$ cat config.mk
export PLATFORM = sky130hd
export DESIGN_NAME = lsc_sqrt
export DESIGN_NICKNAME = d
export VERILOG_FILES = /design/src/sv/lsc_pkg.sv /design/src/sv/lsc_sqrt.sv
export SDC_FILE = /design/constraint.sdc
export NUM_CORES = 2
export LEC_CHECK = 0
export BUFFER_PORTS_ARGS = -buffer_cell sky130_fd_sc_hd__buf_4
export CAP_MARGIN = 30
export CORE_MARGIN = 2
export CORE_UTILIZATION = 57
export DETAILED_ROUTE_END_ITERATION = 10
export GPL_ROUTABILITY_DRIVEN = 0
export PLACE_DENSITY = 0.78
export SYNTH_ARGS = -nofsm -noshare
export SYNTH_HDL_FRONTEND = slang
export SYNTH_MEMORY_MAX_BITS = 65536
export SYNTH_SLANG_ARGS = --single-unit
$ cat constraint.sdc
create_clock -name clock -period 3.7 [get_ports clock]
set_clock_uncertainty 0.05 [all_clocks]
set_input_delay 0.74 -clock clock [delete_from_list [all_inputs] [get_ports clock]]
set_output_delay 0.74 -clock clock [all_outputs]
set_load 0.02 [all_outputs]
$ cat src/sv/lsc_pkg.sv
`timescale 1ns / 1ps
// ----------------------------------------------------------------------------
// lsc_pkg
// Shared types and constants of the level-set curvature kernel.
// ----------------------------------------------------------------------------
package lsc_pkg;

   // quotient bits of both divisions; the root of G/Dn is taken in Q30
   localparam int DIV_STEPS  = 61;
   localparam int G_SHIFT    = 60;
   localparam int Q_BITS     = 12;
   localparam int ROOT_W     = 31;
   localparam int POST_SHIFT = Q_BITS + 31;
   localparam int OUT_W      = 24;
   localparam int EPS_W      = 16;
   localparam logic [EPS_W-1:0] EPS_RESET = 16'd1;

   // register map
   localparam int CSR_AW   = 3;
   localparam int CSR_DW   = 32;
   localparam logic REG_EPS = 1'b0;

   typedef struct packed {
      logic valid;
      logic neg;
      logic zero;
   } lsc_ctl_type;

endpackage

$ cat src/sv/lsc_sqrt.sv
`timescale 1ns / 1ps
// ----------------------------------------------------------------------------
// lsc_sqrt
// Pipelined integer square root, one root bit per stage; a side word rides
// along with each item.
// ----------------------------------------------------------------------------
module lsc_sqrt #(
   parameter int RW = 31,
   parameter int PW = 32
) (
   input  logic                  clock,
   input  logic                  reset,
   input  logic                  en,
   input  lsc_pkg::lsc_ctl_type  in_ctl,
   input  logic [2*RW-1:0]       in_x,
   input  logic [PW-1:0]         in_side,
   output lsc_pkg::lsc_ctl_type  out_ctl,
   output logic [RW-1:0]         out_root,
   output logic [PW-1:0]         out_side
);
   logic [RW:0]          rem_ff  [RW];
   logic [RW-1:0]        root_ff [RW];
   logic [2*RW-1:0]      xs_ff   [RW];
   logic [PW-1:0]        side_ff [RW];
   lsc_pkg::lsc_ctl_type ctl_ff  [RW];

   for (genvar k = 0; k < RW; k++) begin : g_step
      logic [RW:0]          rem_src;
      logic [RW-1:0]        root_src;
      logic [2*RW-1:0]      xs_src;
      logic [PW-1:0]        side_src;
      lsc_pkg::lsc_ctl_type ctl_src;
      logic [RW+2:0]        cand, trial;
      logic                 ge;

      if (k == 0) begin : g_head
         assign rem_src  = '0;
         assign root_src = '0;
         assign xs_src   = in_x;
         assign side_src = in_side;
         assign ctl_src  = in_ctl;
      end else begin : g_body
         assign rem_src  = rem_ff[k-1];
         assign root_src = root_ff[k-1];
         assign xs_src   = xs_ff[k-1];
         assign side_src = side_ff[k-1];
         assign ctl_src  = ctl_ff[k-1];
      end

      // bring down the next bit pair, try root*4+1
      assign cand  = {rem_src, xs_src[2*RW-1 -: 2]};
      assign trial = {1'b0, root_src, 2'b01};
      assign ge    = cand >= trial;

      always_ff @(posedge clock) begin
         if (reset) begin
            ctl_ff[k] <= '0;
         end else if (en) begin
            ctl_ff[k] <= ctl_src;
         end
      end

      always_ff @(posedge clock) begin
         if (en) begin
            rem_ff[k]  <= ge ? (RW+1)'(cand - trial) : cand[RW:0];
            root_ff[k] <= {root_src[RW-2:0], ge};
            xs_ff[k]   <= {xs_src[2*RW-3:0], 2'b00};
            side_ff[k] <= side_src;
         end
      end
   end

   assign out_ctl  = ctl_ff[RW-1];
   assign out_root = root_ff[RW-1];
   assign out_side = side_ff[RW-1];

endmodule

==> out/qor.txt <==
Worst Hold End - xs_ff[0][0]
FFs w/ async S/R, synth - 0
Die Span X - 504 µm
Worst R2R Start - rem_ff[1][163]
Area grow syn2layout - 13.7%
Post-synthesis sequential area ratio - 0.721
Worst slew margin - 0.313
NetSw - 25.7 mW
# rows - 183
Grt total ovfl - 0
Setup-failing EPs final - 0
Antenna Nets Post-Route - 0
Pin count of the biggest net entering global routing - 154
Core ar. - 249000 µm²
Post-Syn Area - 143000 µm²
Crit path cell chain - ha_1 -> a211oi_1 -> o21bai_1 -> or2_2 -> a2111oi_1 -> buf_4 -> a2111oi_0 -> o41a_1 -> nor2_1 -> o311ai_0 -> xnor2_1
CTS tree - done
Dpl ws - 7.46 ps
Vias/cell - 5.78
Yosys warns - 0
Fin crit period - 3600 ps
RSZ-0062 raised after global routing - true
Sw Ratio - 0.255
Final hold violations - 0
Placed cells - 13.1k
Mapped Avg Cell Area - 14.8 µm²
Cell Pwr Density - 621 nW/µm²
H-tree lvl count - 5
Number of synthesized flops with an enable pin - 3425
WP buf/inv - 1
Worst reg2reg path endpoint - rem_ff[1][219]
Prevailing post-synth register cell - edfxtp_1
Gate power share - 0.158
Cell depth of the worst hold path - 1
Fmax - 277 MHz
Synth Net Count - 10.2k
Internal power - 75.1 mW
Initial antenna violation count - 14
HP Class - input port to flop
Die Footprint - 254000 µm²
Clk buf depth - 4
Max Cap Viol - 0
Setup crit start kind - flop
Worst-Margin Slew - 1020 ps
Layout cells sized above 1 - 0.108
CP arrival - 4190 ps
FF+latch count, synth - 3425
CP Data Required Time - 4290 ps
Reg clk slew, reported paths - 60 ps
Global-route wire length before repair - 421000 µm
DRC Markers - 0
Routed wire length - 264000 µm
Initial DRT Pass Iterations - 8
Dpl hpwl - 178000 µm
Wire length per cell - 19.0 µm
Lkg Pwr - 61.0 nW
Gate Count Post-Synth - 9611
Final period util - 0.974
Gr usage total - 0.204
Die height - 504 µm
Vias in the first global route - 79.4k
CTS Root Cell - clkbuf_16
Critical path's largest stage delay - 430 ps
Clock latency on the worst-skew pair - 950 ps
Drt initial violations - 8123
Initial Utilization - 0.573
Via count - 80.2k
Worst path slowest cell - o41a_1
Seq pwr share - 0.496
R2R setup slack - 100 ps
Max VDD drop - 0.574 mV
Buffers added on ports - 165
Final-stage net count - 10.9k
Post-route setup slack - 95.7 ps
Final Max Slew Viols - 0
Fin cells - 13.9k
Hold slack - 204 ps
Critical path endpoint category - flop
Distinct cells, synth - 96
Num CTS Buffers - 356
Crit Path Class - flop to flop
Hold Crit Start - en
Clock sink total - 3425
Crit path max fanout - 5
Status - finished clean
Top Family by Delay on Critical Path - compound AO/OA/AOI/OAI gates
Clk pwr share - 0.346
I/O pin count - 166
R2R cell count - 11
-- final cells by class --
class / instances / area, µm²
inverters: 663 / 2490
repair buffers: 493 / 4460
well taps: 3330 / 4170
diodes: 2 / 5.00
clock buffers: 418 / 9180
clock inverters: 213 / 2240
multi-input cells: 5333 / 36900
flip-flops and latches: 3425 / 103000
fillers: 16800 / 86600
-- per-layer routing --
layer,track usage,part of all wire
met5,0,0.00020
met4,0.0863,0.043
met3,0.0306,0.063
met2,0.338,0.48
met1,0.272,0.41
-- cells in the mapped netlist, types with 50 or more instances --
cell / instances / area share
edfxtp_1: 3425 / 0.72
inv_1: 660 / 0.017
ha_1: 528 / 0.046
nand2_1: 523 / 0.014
a21oi_1: 509 / 0.018
nor2_1: 485 / 0.013
o21ai_0: 418 / 0.015
xnor2_1: 382 / 0.023
xor2_1: 360 / 0.022
a21o_1: 226 / 0.012
nor3_1: 205 / 0.0072
clkbuf_1: 153 / 0.0040
and2_1: 127 / 0.0056
nand3_1: 124 / 0.0043
mux2_2: 115 / 0.0091
or3_1: 113 / 0.0050
o21a_1: 107 / 0.0056
nand2b_1: 104 / 0.0046
nor4_1: 95 / 0.0042
nand4_1: 89 / 0.0039
nor2b_1: 81 / 0.0036
and3_1: 72 / 0.0032
o31ai_1: 69 / 0.0036
or4_1: 50 / 0.0026
-- logic make-up (layout without fill, tap and decap cells) --
kind of cell	count (synthesis)	count (layout)	synth area share
and+or+nand+nor	2225	2225	0.0796
DFF	3425	3425	0.721
AOI/OAI and AO/OA	1705	1705	0.0750
buffers and inverters	853	1787	0.0227
muxes	132	132	0.0103
xor gates and xnor gates	742	742	0.0455
other	1	3	0.0000263
adders and majority gates	528	528	0.0463
-- state kept, by name, summed over array words and instances (netlist names) --
signal   cells
ctl_ff      93
side_ff    992
root_ff    496
rem_ff     914
xs_ff      930
-- per-stage QoR --
stage                     area (µm²)  utilization  TNS (ps)  power, mW
after global routing          162000        0.652      -387        105
after detailed placement      150000        0.601         0       66.1
after floorplan               143000            -         0       60.8
after global placement        150000        0.601         0       65.2
final                         162000        0.652         0        101
after CTS                     162000        0.651         0        101
-- worst reg2reg max path, cell delays in order, from the launching register on --
cell	delay [ps]
edfxtp_1	390
ha_1	380
a211oi_1	330
o21bai_1	150
or2_2	320
a2111oi_1	400
buf_4	210
a2111oi_0	110
o41a_1	430
nor2_1	200
o311ai_0	200
xnor2_1	180
-- worst max-delay path by stage --
stage / startpoint / end / slack, ps / depth (start not counted)
6_report: rem_ff[1][163] / rem_ff[1][219] / 100 / 11
5_1_grt: rem_ff[1][22] / rem_ff[1][61] / -60 / 10
4_1_cts: rem_ff[1][324] / rem_ff[1][379] / 20 / 10
3_5_place_dp: rem_ff[1][358] / rem_ff[1][413] / 7 / 11
3_3_place_gp: rem_ff[1][358] / rem_ff[1][409] / 160 / 11
2_1_floorplan: rem_ff[1][163] / rem_ff[1][219] / 220 / 10
-- power by group through the flow --
stage	registers (mW)	clock network [mW]	logic (mW)
2_1_floorplan	49.8	0	11.0
3_3_place_gp	50.6	0	14.5
3_5_place_dp	50.8	0	15.3
4_1_cts	50.0	35.8	15.5
5_1_grt	50.4	37.2	17.5
6_report	50.0	34.9	15.9
-- placed cells by master (no fill, tap or decap), types with 23 or more instances in the layout --
cell,instances
clkbuf_1,60
or3_1,113
clkbuf_16,358
nor3_1,201
nand3_1,124
nand4_1,89
buf_12,39
clkinvlp_4,23
or2_2,44
a21oi_1,508
o211ai_1,32
and2_1,126
bufinv_16,41
ha_1,528
o31ai_1,63
mux2_2,115
a21boi_0,33
nand2b_1,104
edfxtp_1,3425
and3_1,72
or4_1,50
inv_1,660
xor2_1,360
nor2_1,485
a21o_1,226
a211oi_1,44
xnor2_1,382
o21bai_1,34
a31oi_1,45
nor4_1,91
clkinv_2,66
o21a_1,107
nand2_1,523
nor2b_1,79
dlygate4sd3_1,98
o21ai_0,413
clkinv_1,66
buf_4,351
-- timing repair --
item                                    4_1_cts  5_1_grt
pin swaps                                     0        2
resized for setup                             3       42
hold buffers                                 98        0
endpoints found under the setup margin       21      184
setup buffers                                 0        3
endpoints found under the hold margin        98        0
(Power assumes the default switching activity.)
